$ cat src/rtl/plist_pkg.sv
// shared types and constants of the positional list unit
`default_nettype none

package plist_pkg;

   localparam int DEPTH = 16;
   localparam int IDX_W = $clog2(DEPTH);
   localparam int CNT_W = $clog2(DEPTH + 1);
   localparam int POS_W = 5;
   localparam int VAL_W = 32;
   localparam int CMP_W = ((CNT_W > POS_W) ? CNT_W : POS_W) + 1;

   localparam logic [2:0] OP_INSERT  = 3'd0;
   localparam logic [2:0] OP_DELETE  = 3'd1;
   localparam logic [2:0] OP_REPLACE = 3'd2;
   localparam logic [2:0] OP_SEARCH  = 3'd3;
   localparam logic [2:0] OP_READ    = 3'd4;

   localparam logic [1:0] ST_OK    = 2'd0;
   localparam logic [1:0] ST_RANGE = 2'd1;
   localparam logic [1:0] ST_FULL  = 2'd2;

   typedef enum logic [1:0] {
      CMD_NONE    = 2'd0,
      CMD_INSERT  = 2'd1,
      CMD_DELETE  = 2'd2,
      CMD_REPLACE = 2'd3
   } cmd_kind_type;

   typedef struct packed {
      logic [2:0]             opcode;
      logic [POS_W-1:0]       position;
      logic signed [VAL_W-1:0] value;
   } req_type;

   typedef struct packed {
      logic [1:0]              status;
      logic                    found;
      logic [3:0]              found_index;
      logic signed [VAL_W-1:0] read_value;
      logic [4:0]              entry_count;
   } rsp_type;

   // broadcast to every cell
   typedef struct packed {
      cmd_kind_type     kind;
      logic [IDX_W-1:0] slot;
      logic [CNT_W-1:0] count;
      logic [VAL_W-1:0] value;
   } cmd_type;

endpackage

`default_nettype wire

$ cat src/rtl/plist_cell.sv
// one slot of the list: holds an entry, shifts with its neighbors, compares
`default_nettype none

module plist_cell (
   input  wire logic                          clock,
   input  wire logic                          reset,
   input  wire logic [plist_pkg::IDX_W-1:0]   idx,
   input  wire plist_pkg::cmd_type            cmd,
   input  wire logic [plist_pkg::VAL_W-1:0]   left_entry,
   input  wire logic [plist_pkg::VAL_W-1:0]   right_entry,
   output logic      [plist_pkg::VAL_W-1:0]   entry,
   output logic                               hit
);

   logic [plist_pkg::VAL_W-1:0] entry_ff, entry_in;
   logic [plist_pkg::CNT_W-1:0] idx_c;

   assign idx_c = plist_pkg::CNT_W'(idx);

   always_comb begin
      entry_in = entry_ff;
      case (cmd.kind)
         plist_pkg::CMD_INSERT: begin
            if (idx == cmd.slot) begin
               entry_in = cmd.value;
            end else if (idx > cmd.slot && idx_c <= cmd.count) begin
               entry_in = left_entry;
            end
         end
         plist_pkg::CMD_DELETE: begin
            // last occupied slot falls vacant and is cleared
            if (idx_c + plist_pkg::CNT_W'(1) == cmd.count) begin
               entry_in = '0;
            end else if (idx >= cmd.slot && idx_c + plist_pkg::CNT_W'(1) < cmd.count) begin
               entry_in = right_entry;
            end
         end
         plist_pkg::CMD_REPLACE: begin
            if (idx == cmd.slot) begin
               entry_in = cmd.value;
            end
         end
         default: begin
            entry_in = entry_ff;
         end
      endcase
   end

   always_ff @(posedge clock) begin
      if (reset) begin
         entry_ff <= '0;
      end else begin
         entry_ff <= entry_in;
      end
   end

   assign entry = entry_ff;
   assign hit   = (idx_c < cmd.count) && (entry_ff == cmd.value);

endmodule

`default_nettype wire

$ cat src/rtl/positional_list_insert_delete_search_unit.sv
// top level of the positional list: cell chain, operation decode, result register
//
//   channel   dir  handshake              payload
//   req_      in   req_valid / req_ready  plist_pkg::req_type
//   rsp_      out  rsp_valid / rsp_ready  plist_pkg::rsp_type
//
// all cells shift, write or compare at once for each operation
// the result is registered and shows in the cycle after the item is accepted
// a new item is taken while the result register is empty or being drained
// synchronous reset clears every entry, the count and the result valid
// a stalled result holds the input side once the result register is full
`default_nettype none

module positional_list_insert_delete_search_unit (
   input  wire logic               clock,
   input  wire logic               reset,
   input  wire logic               req_valid,
   output logic                    req_ready,
   input  wire plist_pkg::req_type req_data,
   output logic                    rsp_valid,
   input  wire logic               rsp_ready,
   output plist_pkg::rsp_type      rsp_data
);

   localparam int DEPTH = plist_pkg::DEPTH;
   localparam int IDX_W = plist_pkg::IDX_W;
   localparam int CNT_W = plist_pkg::CNT_W;
   localparam int POS_W = plist_pkg::POS_W;
   localparam int VAL_W = plist_pkg::VAL_W;
   localparam int CMP_W = plist_pkg::CMP_W;

   logic [CNT_W-1:0]   count_ff, count_in;
   logic               rsp_valid_ff, rsp_valid_in;
   plist_pkg::rsp_type rsp_ff, rsp_in;
   plist_pkg::cmd_type cmd;

   logic [VAL_W-1:0] entries   [DEPTH];
   logic [VAL_W-1:0] left_arr  [DEPTH];
   logic [VAL_W-1:0] right_arr [DEPTH];
   logic [DEPTH-1:0] hits;

   logic             accept;
   logic [CMP_W-1:0] pos_x, n_x;
   logic             in_list, ins_ok, full;
   logic [IDX_W-1:0] slot;
   logic             any_hit;
   logic [IDX_W-1:0] hit_idx;

   genvar k;
   generate
      for (k = 0; k < DEPTH; k++) begin : g_cell
         if (k == 0) begin : g_first
            assign left_arr[k] = '0;
         end else begin : g_left
            assign left_arr[k] = entries[k-1];
         end
         if (k == DEPTH - 1) begin : g_last
            assign right_arr[k] = '0;
         end else begin : g_right
            assign right_arr[k] = entries[k+1];
         end
         plist_cell u_cell (
            .clock       (clock),
            .reset       (reset),
            .idx         (IDX_W'(k)),
            .cmd         (cmd),
            .left_entry  (left_arr[k]),
            .right_entry (right_arr[k]),
            .entry       (entries[k]),
            .hit         (hits[k])
         );
      end
   endgenerate

   assign req_ready = !rsp_valid_ff || rsp_ready;
   assign accept    = req_valid && req_ready;

   assign pos_x   = CMP_W'(req_data.position);
   assign n_x     = CMP_W'(count_ff);
   assign in_list = (pos_x != '0) && (pos_x <= n_x);
   assign ins_ok  = (pos_x != '0) && (pos_x <= n_x + CMP_W'(1));
   assign full    = (count_ff == CNT_W'(DEPTH));
   assign slot    = IDX_W'(req_data.position - POS_W'(1));

   // first match wins: scan from the top so the lowest index is kept
   always_comb begin
      any_hit = 1'b0;
      hit_idx = '0;
      for (int i = DEPTH - 1; i >= 0; i--) begin
         if (hits[i]) begin
            any_hit = 1'b1;
            hit_idx = IDX_W'(i);
         end
      end
   end

   always_comb begin
      cmd.kind  = plist_pkg::CMD_NONE;
      cmd.slot  = slot;
      cmd.count = count_ff;
      cmd.value = req_data.value;
      count_in  = count_ff;
      rsp_in.status      = plist_pkg::ST_OK;
      rsp_in.found       = 1'b0;
      rsp_in.found_index = '0;
      rsp_in.read_value  = '0;
      case (req_data.opcode)
         plist_pkg::OP_INSERT: begin
            if (full) begin
               rsp_in.status = plist_pkg::ST_FULL;
            end else if (!ins_ok) begin
               rsp_in.status = plist_pkg::ST_RANGE;
            end else begin
               cmd.kind = plist_pkg::CMD_INSERT;
               count_in = count_ff + CNT_W'(1);
            end
         end
         plist_pkg::OP_DELETE: begin
            if (!in_list) begin
               rsp_in.status = plist_pkg::ST_RANGE;
            end else begin
               cmd.kind = plist_pkg::CMD_DELETE;
               count_in = count_ff - CNT_W'(1);
            end
         end
         plist_pkg::OP_REPLACE: begin
            if (!in_list) begin
               rsp_in.status = plist_pkg::ST_RANGE;
            end else begin
               cmd.kind = plist_pkg::CMD_REPLACE;
            end
         end
         plist_pkg::OP_SEARCH: begin
            rsp_in.found       = any_hit;
            rsp_in.found_index = 4'(hit_idx);
         end
         plist_pkg::OP_READ: begin
            if (!in_list) begin
               rsp_in.status = plist_pkg::ST_RANGE;
            end else begin
               rsp_in.read_value = entries[slot];
            end
         end
         default: begin
            rsp_in.status = plist_pkg::ST_RANGE;
         end
      endcase
      rsp_in.entry_count = 5'(count_in);
      if (!accept) begin
         cmd.kind = plist_pkg::CMD_NONE;
         count_in = count_ff;
      end
   end

   assign rsp_valid_in = accept || (rsp_valid_ff && !rsp_ready);

   always_ff @(posedge clock) begin
      if (reset) begin
         count_ff     <= '0;
         rsp_valid_ff <= 1'b0;
      end else begin
         count_ff     <= count_in;
         rsp_valid_ff <= rsp_valid_in;
      end
   end

   always_ff @(posedge clock) begin
      if (accept) begin
         rsp_ff <= rsp_in;
      end
   end

   assign rsp_valid = rsp_valid_ff;
   assign rsp_data  = rsp_ff;

endmodule

`default_nettype wire

$ cat config.mk
export PLATFORM = sky130hd
export DESIGN_NAME = positional_list_insert_delete_search_unit
export DESIGN_NICKNAME = d
export VERILOG_FILES = /design/src/rtl/plist_pkg.sv /design/src/rtl/plist_cell.sv /design/src/rtl/positional_list_insert_delete_search_unit.sv
export SDC_FILE = /design/constraint.sdc
export NUM_CORES = 2
export LEC_CHECK = 0
export BUFFER_PORTS_ARGS = -buffer_cell sky130_fd_sc_hd__buf_2
export CAP_MARGIN = 30
export CELL_PAD_IN_SITES_DETAIL_PLACEMENT = 1
export CELL_PAD_IN_SITES_GLOBAL_PLACEMENT = 2
export CORE_UTILIZATION = 41
export CTS_CLUSTER_SIZE = 20
export DETAILED_ROUTE_END_ITERATION = 7
export PLACE_DENSITY = 0.84
export SLEW_MARGIN = 0
export SYNTH_ARGS = -nofsm -noshare
export SYNTH_HDL_FRONTEND = slang
export SYNTH_SLANG_ARGS = --single-unit
$ cat constraint.sdc
create_clock -name clock -period 5.58 [get_ports clock]
set_input_delay 0.558 -clock clock [delete_from_list [all_inputs] [get_ports clock]]
set_output_delay 0.558 -clock clock [all_outputs]
set_load 0.01 [all_outputs]
==> results.md <==
* CTS tree: done
* Final WL at 174000 um
* Setup violators final at 0
* Reg power frac at 0.390
* Sw Share at 0.307
* Clock Sink Count at 562
* Max_cap viols at 0
* Post-layout min period at 4640 ps
* Area Overhead vs Synth at 10.9%
* Nets at 3950
* Post-place setup slack at 820 ps
* FF+latch area at 11700 um2
* Hold WC Path Type: in -> reg
* Slew HR at 0.237
* Post-DP HPWL at 125000 um
* Post-synthesis sequential area ratio at 0.318
* TritonCTS Buffers at 71
* CP endpoint kind: register
* Leak at 13.0 nW
* Drt first pass iters at 8
* Slew Viols, Final at 0
* Die area at 91000 um2
* Via count at 36600
* Root Buffer: clkbuf_16
* Required time of the critical path at 5900 ps
* RSZ-0062 raised after global routing: no
* Worst vdd ir at 210 uV
* Drt drc at 29
* Clock power share at 0.447
* # rows at 109
* Int Power at 7.60 mW
* Post-CTS setup buffer count at 0
* Post-synth top flop: dfxtp_1
* Initial Util at 0.415
* Grt total ovfl at 0
* Synth warnings at 0
* Largest net degree at the start of global routing at 175
* Core ar. at 88600 um2
* Syn Std Cell Area at 36800 um2
* I/O pin cnt at 90
* Vias per inst at 7.15
* Via count of the first global-routing pass at 35000
* Fillers at 10100
* Max clock buf depth at 3
* IO Port Bufs at 89
* Startpoint types: register
* Post_cts resized at 0
* Crit path max fanout at 5
* Crit Path Category: reg -> reg
* Mean area per synthesized cell at 9.09 um2
* Fmax achieved at 216 MHz
* FFs w/ async S/R, synth at 0
* Status: finished, violations left
* Placer Congestion at 1.03
* Post-route cell area at 40800 um2
* Worst skew pair latency at 640 ps
* Final worst slack at 941 ps
* Met3 routed WL at 20200 um
* EDFF count, synth at 44
* Clock Skews at 26.1 ps
* DR WL met2 at 75000 um
* DR WL/cell at 34.1 um
* Total negative slack at 0 ps
* Switching power at 3.36 mW
* #FFs+latches synth at 562
* Area after DPL at 38400 um2
* Comb pwr share at 0.163
* DRT iter0 DRCs at 6206
* Die X at 302 um
* Distinct cells, synth at 72
* Cts hold-fix bufs at 0
* Total GRT Usage at 0.376
* PwrDens at 268 nW/um2
* Die Y at 302 um
* Arr. time, crit path at 4960 ps
* Worst-path clk slew at 60 ps
* First-pass GRT wire length at 252000 um
* Slew @ Worst Pin at 1130 ps
* FF-to-FF setup slack at 940 ps
* WHS at 238 ps
* Htree depth at 3
* Met1 wire length at 68100 um
* Synthesized instance count at 4048
* Multi-input gate area at 23500 um2
* Antenna-violating nets left at 0
* Final hold violations at 0
* Initial antenna violation count at 16
* Layout cells sized above 1 at 0.149
* Violated checks: DRC
* Mapped Nets at 4111
* DR top layer: met5
* Fin crit share at 0.831
placed cells by master, fill, tap and decap left out, drive strengths merged, types with 106 or more instances in the layout:
cell,n
nor2,628
dfxtp,518
a211oi,325
xor2,277
xnor2,244
a221oi,227
buf,219
a222oi,193
nand2,183
mux4,160
a21oi,110
clkbuf,106
critical path: stages (launching register included):
cell and delay [ps]:
dfxtp_1 410, xnor2_1 630, nand4_1 300, nor4_1 480, nand4_1 190, a2111oi_0 520, nor2_1 210, a21boi_0 540
o21ai_0 280, a2111oi_0 780
power by group through the flow:
| stage | clock [mW] | sequential (mW) | combinational (mW) |
|---|---|---|---|
| 2_1_floorplan | 0 | 4.32 | 1.07 |
| 3_3_place_gp | 0 | 4.35 | 1.69 |
| 3_5_place_dp | 0 | 4.35 | 1.72 |
| 4_1_cts | 4.92 | 4.26 | 1.73 |
| 5_1_grt | 5.08 | 4.28 | 1.84 |
| 6_report | 4.90 | 4.27 | 1.79 |
state kept, by name, summed over array words and instances (netlist names):
| name | count |
|---|---|
| g_cell.u_cell.entry | 512 |
| rsp_data | 44 |
| count_ff | 5 |
| rsp_valid | 1 |
synth_stat cells, types with 5 or more instances:
cell type  instances  area, um2
nor2_1           625       2350
dfxtp_1          518      10400
clkbuf_1         318       1190
a211oi_1         296       2220
xor2_1           277       2430
xnor2_1          244       2140
a221oi_1         225       1970
a222oi_1         193       1930
nand2_1          183        687
mux4_2           160       3600
a21oi_1           98        490
nor4_1            84        526
nor3_1            78        390
nand4_1           75        469
buf_2             72        360
a22oi_1           65        488
o2bb2ai_1         63        552
buf_1             49        184
edfxtp_1          44       1320
a21o_1            36        270
nor2b_1           35        219
a22o_1            33        289
a311oi_1          33        289
a211oi_2          29        363
nand3_1           26        130
o21ai_0           25        125
ha_1              19        238
inv_1             14       52.6
a21oi_2           11       96.3
buf_6             11        124
or3_1              9       56.3
a31oi_1            8       50.1
o21ai_1            8       40.0
and3_1             7       43.8
and2_1             6       37.5
nand2b_1           5       31.3
o22ai_1            5       31.3
final timing paths:
kind,cells past startpoint,to,start
min reg2reg,2,g_cell[6].u_cell.entry[8],g_cell[6].u_cell.entry[8]
min,3,rsp_valid,req_valid
max reg2reg,9,rsp_data[38],g_cell[11].u_cell.entry[30]
max,9,rsp_data[38],g_cell[11].u_cell.entry[30]
stage by stage:
stage                     cells  utilization  power (mW)
after floorplan            4048            -        5.39
after global placement     4974        0.433        6.04
after detailed placement   4979        0.434        6.07
after CTS                  5107        0.461        10.9
after global routing       5108        0.461        11.2
final                      5112        0.461        11.0
kinds of logic after synthesis:
family	count (synthesis)	share of synthesized area
xor gates and xnor gates	521	0.124
AOI/OAI and AO/OA	1163	0.261
DFF	562	0.318
muxes	160	0.0979
and+or+nand+nor	1154	0.140
adders and majority gates	19	0.00646
buffers and inverters	469	0.0529
layer usage:
metal / up-vias / global-route usage
li1: 15400 / -
met4: 8 / 0.211
met1: 18500 / 0.504
met5: - / 0.00847
met2: 2359 / 0.556
met3: 371 / 0.0817
area by class of cell:
| class | count | area share |
|---|---|---|
| inverter | 15 | 0.00138 |
| clock inverter | 23 | 0.00674 |
| antenna | 5 | 0.000306 |
| sequential | 562 | 0.286 |
| tap | 1165 | 0.0357 |
| timing repair buffer | 220 | 0.0423 |
| clock buffer | 105 | 0.0519 |
| multi-input combinational | 3017 | 0.575 |
Power figures use the tool's default switching activity.
